`config.mk`:
```
export PLATFORM = sky130hd
export DESIGN_NAME = alarm_time_add_subtract_flat
export DESIGN_NICKNAME = d
export VERILOG_FILES = /design/src/rtl/ata_pkg.sv /design/src/rtl/ata_req_if.sv /design/src/rtl/ata_rsp_if.sv /design/src/rtl/alarm_time_add_subtract.sv /design/src/flat_wrapper.sv
export SDC_FILE = /design/constraint.sdc
export NUM_CORES = 2
export LEC_CHECK = 0
export BUFFER_PORTS_ARGS = -buffer_cell sky130_fd_sc_hd__buf_2
export CORE_MARGIN = 5
export CORE_UTILIZATION = 65
export CTS_BUF_LIST = sky130_fd_sc_hd__clkbuf_16
export DETAILED_ROUTE_END_ITERATION = 6
export GPL_TIMING_DRIVEN = 0
export PLACE_DENSITY_LB_ADDON = 0.05
export SLEW_MARGIN = 20
export SYNTH_ARGS = -nofsm -noshare
export SYNTH_HDL_FRONTEND = slang
export SYNTH_SLANG_ARGS = --single-unit
```
`constraint.sdc`:
```
create_clock -name clock -period 9.6 [get_ports clock]
set_input_delay 0.96 -clock clock [delete_from_list [all_inputs] [get_ports clock]]
set_output_delay 0.96 -clock clock [all_outputs]
set_load 0.01 [all_outputs]
```
`src/rtl/ata_pkg.sv`:
```
// Shared constants, types and arithmetic helpers for the alarm time add/subtract block.
// No dependencies; every other file of the block imports this package.

package ata_pkg;

   localparam int FIELD_W = 8;
   localparam int DELTA_W = 22;
   localparam int QUO_W   = 17;
   localparam int STAGES  = 8;
   localparam int OCC_W   = $clog2(STAGES + 1);

   localparam logic OP_ADD = 1'b0;
   localparam logic OP_SUB = 1'b1;

   localparam logic [FIELD_W-1:0] DONT_CARE = 8'd255;
   localparam logic [FIELD_W-1:0] FEBRUARY  = 8'd2;
   localparam logic [FIELD_W-1:0] DECEMBER  = 8'd12;

   localparam logic [5:0] BASE_MIN_SEC = 6'd60;
   localparam logic [5:0] BASE_HOUR    = 6'd24;
   localparam logic [5:0] MONTHS       = 6'd12;
   localparam logic [8:0] MONTH_OFFSET = 9'd11;
   localparam logic [4:0] LEN_DEFAULT  = 5'd31;
   localparam logic [4:0] LEN_FEB_LEAP = 5'd29;

   // Reciprocals for exact quotients: ceil(2^shift / divisor).
   localparam logic [22:0] RECIP_SEC = 23'd4473925;
   localparam int          SHIFT_SEC = 28;
   localparam logic [17:0] RECIP_MIN = 18'd139811;
   localparam int          SHIFT_MIN = 23;
   localparam logic [11:0] RECIP_HR  = 12'd2731;
   localparam int          SHIFT_HR  = 16;
   localparam int          RECIP_SHIFT = 15;

   localparam logic [4:0] MONTH_DAYS [12] = '{
      5'd31, 5'd28, 5'd31, 5'd30, 5'd31, 5'd30,
      5'd31, 5'd31, 5'd30, 5'd31, 5'd30, 5'd31
   };

   typedef struct packed {
      logic [FIELD_W-1:0] value;
      logic [QUO_W-1:0]   carry;
   } step_type;

   typedef struct packed {
      logic               sub;
      logic               leap;
      logic [FIELD_W-1:0] second;
      logic [FIELD_W-1:0] minute;
      logic [FIELD_W-1:0] hour;
      logic [FIELD_W-1:0] day;
      logic [FIELD_W-1:0] month;
      logic [DELTA_W-1:0] carry;
      logic [QUO_W-1:0]   quo;
      logic [5:0]         sec_m;
      logic [5:0]         min_m;
      logic [4:0]         hr_m;
      logic               go;
      logic [3:0]         mon_t;
      logic [4:0]         len;
      logic [3:0]         d0_q;
      logic [4:0]         d0_m;
   } pipe_type;

   function automatic logic [11:0] recip15(input logic [5:0] d);
      logic [11:0] m;
      unique case (d)
         MONTHS:       m = 12'd2731;
         BASE_HOUR:    m = 12'd1366;
         6'd28:        m = 12'd1171;
         6'd29:        m = 12'd1130;
         6'd30:        m = 12'd1093;
         6'd31:        m = 12'd1058;
         BASE_MIN_SEC: m = 12'd547;
         default:      m = 12'd547;
      endcase
      return m;
   endfunction

   // Remainder of a nine-bit value by one of the small divisors above.
   function automatic logic [5:0] mod_small(input logic [8:0] x, input logic [5:0] d);
      logic [20:0] prod;
      logic [5:0]  quo;
      logic [11:0] back;
      logic [8:0]  rem;
      prod = 21'(x) * 21'(recip15(d));
      quo  = prod[RECIP_SHIFT +: 6];
      back = 12'(quo) * 12'(d);
      rem  = x - back[8:0];
      return rem[5:0];
   endfunction

   function automatic logic [4:0] month_len(input logic [FIELD_W-1:0] m, input logic leap);
      logic [3:0] idx;
      logic [4:0] len;
      idx = m[3:0] - 4'd1;
      if (m == '0 || m > DECEMBER) begin
         len = LEN_DEFAULT;
      end else if (m == FEBRUARY && leap) begin
         len = LEN_FEB_LEAP;
      end else begin
         len = MONTH_DAYS[idx];
      end
      return len;
   endfunction

   // One carry or borrow step of a field; vm is the field modulo base, rc the
   // carry modulo base and quo the carry divided by base.
   function automatic step_type part_step(input logic sub, input logic [FIELD_W-1:0] v,
                                          input logic [5:0] vm, input logic [5:0] rc,
                                          input logic [QUO_W-1:0] quo,
                                          input logic [5:0] base);
      logic [6:0] sum;
      logic [8:0] wrap;
      step_type   res;
      res.carry = quo;
      if (sub) begin
         if ({2'b0, rc} > v) begin
            wrap      = {1'b0, v} + {3'b0, base} - {3'b0, rc};
            res.value = wrap[7:0];
            res.carry = quo + 17'd1;
         end else begin
            res.value = v - {2'b0, rc};
         end
      end else begin
         sum = {1'b0, vm} + {1'b0, rc};
         if (sum >= {1'b0, base}) begin
            sum = sum - {1'b0, base};
         end
         res.value = {1'b0, sum};
         if (res.value < v) begin
            res.carry = quo + 17'd1;
         end
      end
      return res;
   endfunction

endpackage

```
`src/rtl/ata_req_if.sv`:
```
// Request channel of the alarm time add/subtract block: valid, ready and one alarm item.
// Depends on ata_pkg for the field widths.

interface ata_req_if;
   import ata_pkg::*;

   logic               valid;
   logic               ready;
   logic               op;
   logic [DELTA_W-1:0] delta_seconds;
   logic               leap_year;
   logic [FIELD_W-1:0] in_second;
   logic [FIELD_W-1:0] in_minute;
   logic [FIELD_W-1:0] in_hour;
   logic [FIELD_W-1:0] in_day;
   logic [FIELD_W-1:0] in_month;

   modport source (output valid, op, delta_seconds, leap_year, in_second, in_minute,
                   in_hour, in_day, in_month, input ready);
   modport sink (input valid, op, delta_seconds, leap_year, in_second, in_minute,
                 in_hour, in_day, in_month, output ready);
endinterface

```
`src/rtl/ata_rsp_if.sv`:
```
// Response channel of the alarm time add/subtract block: valid, ready and the adjusted alarm.
// Depends on ata_pkg for the field widths.

interface ata_rsp_if;
   import ata_pkg::*;

   logic               valid;
   logic               ready;
   logic [FIELD_W-1:0] out_second;
   logic [FIELD_W-1:0] out_minute;
   logic [FIELD_W-1:0] out_hour;
   logic [FIELD_W-1:0] out_day;
   logic [FIELD_W-1:0] out_month;

   modport source (output valid, out_second, out_minute, out_hour, out_day, out_month,
                   input ready);
   modport sink (input valid, out_second, out_minute, out_hour, out_day, out_month,
                 output ready);
endinterface

```
`src/rtl/alarm_time_add_subtract.sv`:
```
// Alarm time add/subtract: eight-stage pipeline that shifts an alarm setting by a second count.
// Depends on ata_pkg, ata_req_if and ata_rsp_if.
// An accepted request transaction passes through the stage registers pipe_ff[0] to pipe_ff[7] to a valid response.
// Throughput is one transaction per cycle while responses are taken; each stage moves whenever it is empty or the
// stage after it moves, so bubbles close up while a response waits to be taken.
// Synchronous reset clears the stage valid bits; the payload registers are not reset.

module alarm_time_add_subtract (
   input logic       clock,
   input logic       reset,
   ata_req_if.sink   req_bus,
   ata_rsp_if.source rsp_bus
);
   import ata_pkg::*;

   pipe_type          pipe_ff [STAGES];
   pipe_type          pipe_in [STAGES];
   logic [STAGES-1:0] valid_ff;
   logic [STAGES-1:0] adv;

   logic [44:0]        a_prod;
   logic [5:0]         a_sec_m;
   logic [5:0]         a_min_m;
   logic [5:0]         a_hr_m;
   logic [21:0]        b_back;
   logic [21:0]        b_rem;
   step_type           b_step;
   logic [34:0]        c_prod;
   logic [5:0]         c_t;
   logic [5:0]         c_pm;
   logic [FIELD_W-1:0] c_prev;
   logic [16:0]        d_back;
   logic [16:0]        d_rem;
   step_type           d_step;
   logic [22:0]        e_prod;
   logic [FIELD_W-1:0] e_d0;
   logic [19:0]        e_dprod;
   logic [10:0]        f_back;
   logic [10:0]        f_rem;
   logic [FIELD_W-1:0] f_d0;
   logic [8:0]         f_dback;
   logic [FIELD_W-1:0] f_drem;
   step_type           f_step;
   logic [FIELD_W-1:0] g_d0;
   logic [5:0]         g_c;
   logic               g_ge;
   logic [5:0]         g_rc;
   logic               g_act;
   step_type           g_step;
   logic [5:0]         h_k;
   logic [5:0]         h_t;

   always_comb begin
      adv[STAGES-1] = !valid_ff[STAGES-1] || rsp_bus.ready;
      for (int k = STAGES - 2; k >= 0; k--) begin
         adv[k] = !valid_ff[k] || adv[k+1];
      end
   end

   assign req_bus.ready = adv[0];

   // Quotient of the delta by 60 and field remainders.
   always_comb begin
      a_prod  = 45'(req_bus.delta_seconds) * 45'(RECIP_SEC);
      a_sec_m = mod_small({1'b0, req_bus.in_second}, BASE_MIN_SEC);
      a_min_m = mod_small({1'b0, req_bus.in_minute}, BASE_MIN_SEC);
      a_hr_m  = mod_small({1'b0, req_bus.in_hour}, BASE_HOUR);
      pipe_in[0]        = '0;
      pipe_in[0].sub    = (req_bus.op == OP_SUB);
      pipe_in[0].leap   = req_bus.leap_year;
      pipe_in[0].second = req_bus.in_second;
      pipe_in[0].minute = req_bus.in_minute;
      pipe_in[0].hour   = req_bus.in_hour;
      pipe_in[0].day    = req_bus.in_day;
      pipe_in[0].month  = req_bus.in_month;
      pipe_in[0].carry  = req_bus.delta_seconds;
      pipe_in[0].quo    = a_prod[SHIFT_SEC +: QUO_W];
      pipe_in[0].sec_m  = a_sec_m;
      pipe_in[0].min_m  = a_min_m;
      pipe_in[0].hr_m   = a_hr_m[4:0];
      pipe_in[0].go     = 1'b1;
   end

   // Second.
   always_comb begin
      b_back = {5'b0, pipe_ff[0].quo} * 22'(BASE_MIN_SEC);
      b_rem  = pipe_ff[0].carry - b_back;
      b_step = part_step(pipe_ff[0].sub, pipe_ff[0].second, pipe_ff[0].sec_m, b_rem[5:0],
                         pipe_ff[0].quo, BASE_MIN_SEC);
      pipe_in[1]    = pipe_ff[0];
      pipe_in[1].go = (pipe_ff[0].carry != '0) && (pipe_ff[0].second != DONT_CARE);
      if (pipe_in[1].go) begin
         pipe_in[1].second = b_step.value;
         pipe_in[1].carry  = DELTA_W'(b_step.carry);
      end
   end

   // Quotient by 60 for the minute, and month preparation.
   always_comb begin
      c_prod = 35'(pipe_ff[1].carry[16:0]) * 35'(RECIP_MIN);
      c_prev = pipe_ff[1].month - 8'd1;
      c_t    = mod_small({1'b0, pipe_ff[1].month} + MONTH_OFFSET, MONTHS);
      c_pm   = mod_small({1'b0, c_prev} + MONTH_OFFSET, MONTHS) + 6'd1;
      pipe_in[2]       = pipe_ff[1];
      pipe_in[2].quo   = QUO_W'(c_prod[34:SHIFT_MIN]);
      pipe_in[2].mon_t = c_t[3:0];
      if (pipe_ff[1].month == DONT_CARE) begin
         pipe_in[2].len = LEN_DEFAULT;
      end else if (pipe_ff[1].sub) begin
         pipe_in[2].len = month_len({2'b0, c_pm}, pipe_ff[1].leap);
      end else begin
         pipe_in[2].len = month_len(pipe_ff[1].month, pipe_ff[1].leap);
      end
   end

   // Minute.
   always_comb begin
      d_back = pipe_ff[2].quo * 17'(BASE_MIN_SEC);
      d_rem  = pipe_ff[2].carry[16:0] - d_back;
      d_step = part_step(pipe_ff[2].sub, pipe_ff[2].minute, pipe_ff[2].min_m, d_rem[5:0],
                         pipe_ff[2].quo, BASE_MIN_SEC);
      pipe_in[3]    = pipe_ff[2];
      pipe_in[3].go = pipe_ff[2].go && (pipe_ff[2].carry != '0) &&
                      (pipe_ff[2].minute != DONT_CARE);
      if (pipe_in[3].go) begin
         pipe_in[3].minute = d_step.value;
         pipe_in[3].carry  = DELTA_W'(d_step.carry);
      end
   end

   // Quotient by 24 for the hour, and quotient of the day index by the month length.
   always_comb begin
      e_prod  = 23'(pipe_ff[3].carry[10:0]) * 23'(RECIP_HR);
      e_d0    = pipe_ff[3].day - 8'd1;
      e_dprod = 20'(e_d0) * 20'(recip15({1'b0, pipe_ff[3].len}));
      pipe_in[4]      = pipe_ff[3];
      pipe_in[4].quo  = QUO_W'(e_prod[22:SHIFT_HR]);
      pipe_in[4].d0_q = e_dprod[RECIP_SHIFT +: 4];
   end

   // Hour, and the day index modulo the month length.
   always_comb begin
      f_back  = 11'(pipe_ff[4].quo[6:0]) * 11'(BASE_HOUR);
      f_rem   = pipe_ff[4].carry[10:0] - f_back;
      f_step  = part_step(pipe_ff[4].sub, pipe_ff[4].hour, {1'b0, pipe_ff[4].hr_m},
                          f_rem[5:0], pipe_ff[4].quo, BASE_HOUR);
      f_d0    = pipe_ff[4].day - 8'd1;
      f_dback = 9'(pipe_ff[4].d0_q) * 9'(pipe_ff[4].len);
      f_drem  = f_d0 - f_dback[7:0];
      pipe_in[5]      = pipe_ff[4];
      pipe_in[5].d0_m = f_drem[4:0];
      pipe_in[5].go   = pipe_ff[4].go && (pipe_ff[4].carry != '0) &&
                        (pipe_ff[4].hour != DONT_CARE);
      if (pipe_in[5].go) begin
         pipe_in[5].hour  = f_step.value;
         pipe_in[5].carry = DELTA_W'(f_step.carry);
      end
   end

   // Day.
   always_comb begin
      g_d0   = pipe_ff[5].day - 8'd1;
      g_c    = pipe_ff[5].carry[5:0];
      g_ge   = g_c >= {1'b0, pipe_ff[5].len};
      g_rc   = g_ge ? g_c - {1'b0, pipe_ff[5].len} : g_c;
      g_act  = pipe_ff[5].go && (pipe_ff[5].day != DONT_CARE) &&
               (pipe_ff[5].carry != '0) && (g_d0 != DONT_CARE);
      g_step = part_step(pipe_ff[5].sub, g_d0, {1'b0, pipe_ff[5].d0_m}, g_rc,
                         QUO_W'(g_ge), {1'b0, pipe_ff[5].len});
      pipe_in[6]    = pipe_ff[5];
      pipe_in[6].go = pipe_ff[5].go && (pipe_ff[5].day != DONT_CARE);
      if (g_act) begin
         pipe_in[6].day   = g_step.value + 8'd1;
         pipe_in[6].carry = DELTA_W'(g_step.carry);
      end
   end

   // Month.
   always_comb begin
      h_k = mod_small(pipe_ff[6].carry[8:0], MONTHS);
      if (pipe_ff[6].sub) begin
         h_t = {2'b0, pipe_ff[6].mon_t} + MONTHS - h_k;
      end else begin
         h_t = {2'b0, pipe_ff[6].mon_t} + h_k;
      end
      if (h_t >= MONTHS) begin
         h_t = h_t - MONTHS;
      end
      pipe_in[7] = pipe_ff[6];
      if (pipe_ff[6].go && pipe_ff[6].month != DONT_CARE) begin
         pipe_in[7].month = FIELD_W'(h_t) + 8'd1;
      end
   end

   always_ff @(posedge clock) begin
      if (reset) begin
         valid_ff <= '0;
      end else begin
         if (adv[0]) begin
            valid_ff[0] <= req_bus.valid;
         end
         for (int k = 1; k < STAGES; k++) begin
            if (adv[k]) begin
               valid_ff[k] <= valid_ff[k-1];
            end
         end
      end
   end

   always_ff @(posedge clock) begin
      for (int k = 0; k < STAGES; k++) begin
         if (adv[k]) begin
            pipe_ff[k] <= pipe_in[k];
         end
      end
   end

   assign rsp_bus.valid      = valid_ff[STAGES-1];
   assign rsp_bus.out_second = pipe_ff[STAGES-1].second;
   assign rsp_bus.out_minute = pipe_ff[STAGES-1].minute;
   assign rsp_bus.out_hour   = pipe_ff[STAGES-1].hour;
   assign rsp_bus.out_day    = pipe_ff[STAGES-1].day;
   assign rsp_bus.out_month  = pipe_ff[STAGES-1].month;

endmodule

```
`src/flat_wrapper.sv`:
```
// flat-port wrapper written by rule: the top's interface ports become plain ports
module alarm_time_add_subtract_flat import ata_pkg::*;
  (clock, reset, req_bus_valid, req_bus_op, req_bus_delta_seconds, req_bus_leap_year, req_bus_in_second, req_bus_in_minute, req_bus_in_hour, req_bus_in_day, req_bus_in_month, req_bus_ready, rsp_bus_valid, rsp_bus_out_second, rsp_bus_out_minute, rsp_bus_out_hour, rsp_bus_out_day, rsp_bus_out_month, rsp_bus_ready);
  ata_req_if req_bus_i ();
  ata_rsp_if rsp_bus_i ();
  input logic clock;
  input logic reset;
  input wire logic [$bits(req_bus_i.valid)-1:0] req_bus_valid;
  input wire logic [$bits(req_bus_i.op)-1:0] req_bus_op;
  input wire logic [$bits(req_bus_i.delta_seconds)-1:0] req_bus_delta_seconds;
  input wire logic [$bits(req_bus_i.leap_year)-1:0] req_bus_leap_year;
  input wire logic [$bits(req_bus_i.in_second)-1:0] req_bus_in_second;
  input wire logic [$bits(req_bus_i.in_minute)-1:0] req_bus_in_minute;
  input wire logic [$bits(req_bus_i.in_hour)-1:0] req_bus_in_hour;
  input wire logic [$bits(req_bus_i.in_day)-1:0] req_bus_in_day;
  input wire logic [$bits(req_bus_i.in_month)-1:0] req_bus_in_month;
  output wire logic [$bits(req_bus_i.ready)-1:0] req_bus_ready;
  output wire logic [$bits(rsp_bus_i.valid)-1:0] rsp_bus_valid;
  output wire logic [$bits(rsp_bus_i.out_second)-1:0] rsp_bus_out_second;
  output wire logic [$bits(rsp_bus_i.out_minute)-1:0] rsp_bus_out_minute;
  output wire logic [$bits(rsp_bus_i.out_hour)-1:0] rsp_bus_out_hour;
  output wire logic [$bits(rsp_bus_i.out_day)-1:0] rsp_bus_out_day;
  output wire logic [$bits(rsp_bus_i.out_month)-1:0] rsp_bus_out_month;
  input wire logic [$bits(rsp_bus_i.ready)-1:0] rsp_bus_ready;
  assign req_bus_i.valid = req_bus_valid;
  assign req_bus_i.op = req_bus_op;
  assign req_bus_i.delta_seconds = req_bus_delta_seconds;
  assign req_bus_i.leap_year = req_bus_leap_year;
  assign req_bus_i.in_second = req_bus_in_second;
  assign req_bus_i.in_minute = req_bus_in_minute;
  assign req_bus_i.in_hour = req_bus_in_hour;
  assign req_bus_i.in_day = req_bus_in_day;
  assign req_bus_i.in_month = req_bus_in_month;
  assign req_bus_ready = req_bus_i.ready;
  assign rsp_bus_valid = rsp_bus_i.valid;
  assign rsp_bus_out_second = rsp_bus_i.out_second;
  assign rsp_bus_out_minute = rsp_bus_i.out_minute;
  assign rsp_bus_out_hour = rsp_bus_i.out_hour;
  assign rsp_bus_out_day = rsp_bus_i.out_day;
  assign rsp_bus_out_month = rsp_bus_i.out_month;
  assign rsp_bus_i.ready = rsp_bus_ready;
  alarm_time_add_subtract u_core (.clock(clock), .reset(reset), .req_bus(req_bus_i), .rsp_bus(rsp_bus_i));
endmodule
```
==> results.py <==
metrics = {
    "final_layout": {
        "syn_to_final_growth_pct": 9.095,
        "nets": 5316,
        "design_area_mm2": 0.05016,
        "insertedDiodeCount": 0,
        "drive_gt1_share_pct": 7.617,
    },
    "clock_tree": {
        "cts_buffers": 60,
        "insertion_delay_ps": 630,
        "cts_tree": "built",
        "numClockSinks": 583,
        "postCtsHoldBufs": 0,
        "clockBufferDepth": 3,
        "h-tree-depth": 2,
        "clkTransAtPathRegs_ps": 70,
        "post_cts_buffers": 0,
        "cts_root_buf": "clkbuf_16",
        "cts_resized": 0,
    },
    "hold_path": {
        "hold_end": "u_core.pipe_ff[0][307]",
        "hold_depth": 0,
        "hold_class": "reg -> reg",
        "min-delay-start": "u_core.pipe_ff[0][190]",
    },
    "critical_path": {
        "cp_data_required_time_ps": 9940,
        "rrSetupSlack_ps": 680,
        "arrival_ps": 9260,
        "reg2reg_depth": 32,
        "critPathMaxFanout": 9,
        "rr_startpoint": "u_core.pipe_ff[0][192]",
        "endpoint_kind": "register",
        "crit_top_cell": "ha_1",
        "cp-start-kind": "register",
        "crit_path_max_incr_delay_ps": 560,
        "r2r-end": "u_core.pipe_ff[0][244]",
        "critPathSlowestCell": "edfxtp_1",
        "critical_path_class": "reg -> reg",
    },
    "run_status": {
        "status": "completed",
    },
    "logic_synthesis": {
        "yosysTopAreaCell": "edfxtp_1",
        "ys_warn_count": 0,
        "synth_cells": 3952,
        "synth_seq_cells": 583,
        "synth_edf_count": 575,
        "synth_commonest_cells": "ha_1, inv_1, edfxtp_1, fa_1, xnor2_1",
        "synthArstFlopShare_pct": 0,
        "synth_top_area_share_pct": 37.55,
        "synth.avg_cell_area_um2": 11.63,
        "synth_cell_types": 82,
        "yosys-top-cells-area": "edfxtp_1, ha_1, fa_1, inv_1, xnor2_1",
        "dominantRegCellSynth": "edfxtp_1",
        "yosysMostFrequentCell": "ha_1",
        "syn-cell-area_mm2": 0.04598,
        "yosysSeqAreaShare_pct": 37.90,
    },
    "sta": {
        "skew_ps": 21.09,
        "fmax_mhz": 112.1,
        "whs_ps": 409.7,
        "tightest_slew_ps": 957.2,
        "fin_crit_sh_pct": 92.91,
        "rsz0062_at_grt": "false",
        "fin_crit_ps": 8919,
        "hold_violations": 0,
        "fin_tns_setup_ps": 0,
        "slew_headroom_pct": 35.61,
        "finalMaxSlewViolations": 0,
        "setup_viol": 0,
    },
    "floorplan": {
        "chipWidth_um": 276.0,
        "io_pins": 110,
        "num_rows": 97,
        "die_h_um": 276.0,
        "die_area_mm2": 0.07615,
        "core_mm2": 0.07015,
        "start_util_pct": 65.54,
    },
    "place": {
        "place.gp.congestion": 0.8926,
        "portBuffers": 108,
        "postPlaceCellArea_mm2": 0.04800,
        "hpwl_mm": 69.25,
    },
    "drt": {
        "vias": 28210,
        "wl_per_cell_um": 16.71,
        "first_pass_iters": 5,
        "antenna_left": 0,
        "dr.first_iter.drc_count": 1564,
        "drcViolationCount": 0,
        "drt_wl_total_mm": 85.71,
        "viasPerCell": 5.500,
    },
    "global_route": {
        "grt_overflow": 0,
        "track_usage_pct": 23.26,
        "grt_max_degree": 54,
        "grt_pass1_wl_mm": 143.1,
        "antenna_found_initial": 0,
        "grt_pass1_vias": 28540,
    },
    "job": {
        "maxCapViolCount": 0,
    },
}
==> how the worst max path moves through the flow <==
stage / startpoint / end / slack (ps) / depth (start not counted)
2_1_floorplan: u_core.pipe_ff[0][192] / u_core.pipe_ff[0][244] / 1890 / 32
3_3_place_gp: rsp_bus_ready / req_bus_ready / 380 / 8
3_5_place_dp: u_core.pipe_ff[0][192] / u_core.pipe_ff[0][244] / 670 / 32
4_1_cts: u_core.pipe_ff[0][192] / u_core.pipe_ff[0][244] / 590 / 32
5_1_grt: u_core.pipe_ff[0][192] / u_core.pipe_ff[0][244] / 100 / 32
6_report: u_core.pipe_ff[0][192] / u_core.pipe_ff[0][244] / 680 / 32
==> sequential cells by signal, indices dropped and copies added (netlist names) <==
name	flops
u_core.valid_ff	8
u_core.pipe_ff	575
==> through the flow <==
stage / std cells / utilization (%) / setup WS [ps]
2_1_floorplan: 3953 / - / 1892
3_3_place_gp: 5001 / 67.99 / 376.5
3_5_place_dp: 5014 / 68.42 / 672.1
4_1_cts: 5128 / 71.48 / 587.5
5_1_grt: 5128 / 71.50 / 103.8
6_report: 5128 / 71.50 / 680.6
==> placed cells by master, fill, tap and decap left out, types with 33 or more instances in the layout <==
| cell | instances |
|---|---|
| nor2b_1 | 63 |
| nor2_1 | 159 |
| fa_1 | 304 |
| a21oi_1 | 135 |
| o21ai_0 | 132 |
| nand2_1 | 159 |
| buf_2 | 109 |
| nand4_1 | 42 |
| inv_1 | 697 |
| edfxtp_1 | 575 |
| ha_1 | 808 |
| xnor2_1 | 165 |
| clkbuf_1 | 36 |
| xor2_1 | 75 |
| buf_4 | 40 |
| nand3_1 | 36 |
| o21a_1 | 36 |
| clkbuf_16 | 61 |
| a21o_1 | 45 |
| and2_1 | 36 |
| nand2b_1 | 36 |
| nor3_1 | 33 |
==> routing by layer <==
metal | up-vias | global-route usage, % | wire, µm
li1 | 13990 | - | -
met5 | - | 0 | 0
met1 | 13590 | 32.53 | 38930
met4 | 0 | 4.744 | 1636
met2 | 508 | 40.07 | 41920
met3 | 116 | 2.521 | 3210
==> cell families (layout without fill, tap and decap cells) <==
group	Yosys count	in the layout	synth area share, %
AO/OA/AOI/OAI	523	523	7.364
XOR/XNOR	240	240	4.572
adder cells (fa/ha/maj)	1112	1112	35.22
buffers and inverters	773	1008	6.643
flip-flops	583	583	37.90
multiplexers	32	32	0.7266
other	1	2	0.008156
AND/OR/NAND/NOR	688	688	7.560
==> cell type report <==
| type | count | area [µm²] |
|---|---|---|
| buffer | 78 | 445.4 |
| clock inverter | 53 | 621.8 |
| sequential | 583 | 17430 |
| inverter | 695 | 2614 |
| timing repair buffer | 121 | 797.0 |
| multi-input combinational | 2597 | 25550 |
| clock buffer | 61 | 1526 |
| tap | 940 | 1176 |
| fill | 5067 | 19990 |
==> critical path, delay by kind of cell, from the launching register on <==
| kind | cells | cell delay [ps] |
|---|---|---|
| fa+ha+maj | 10 | 3650 |
| simple gates | 4 | 770 |
| compound gates | 7 | 1690 |
| flops | 1 | 560 |
| buf+inv | 5 | 630 |
| xor+xnor | 6 | 1330 |
Power is not shown: default switching activity piles up to over one toggle a cycle in this logic, so the estimate is an artifact.
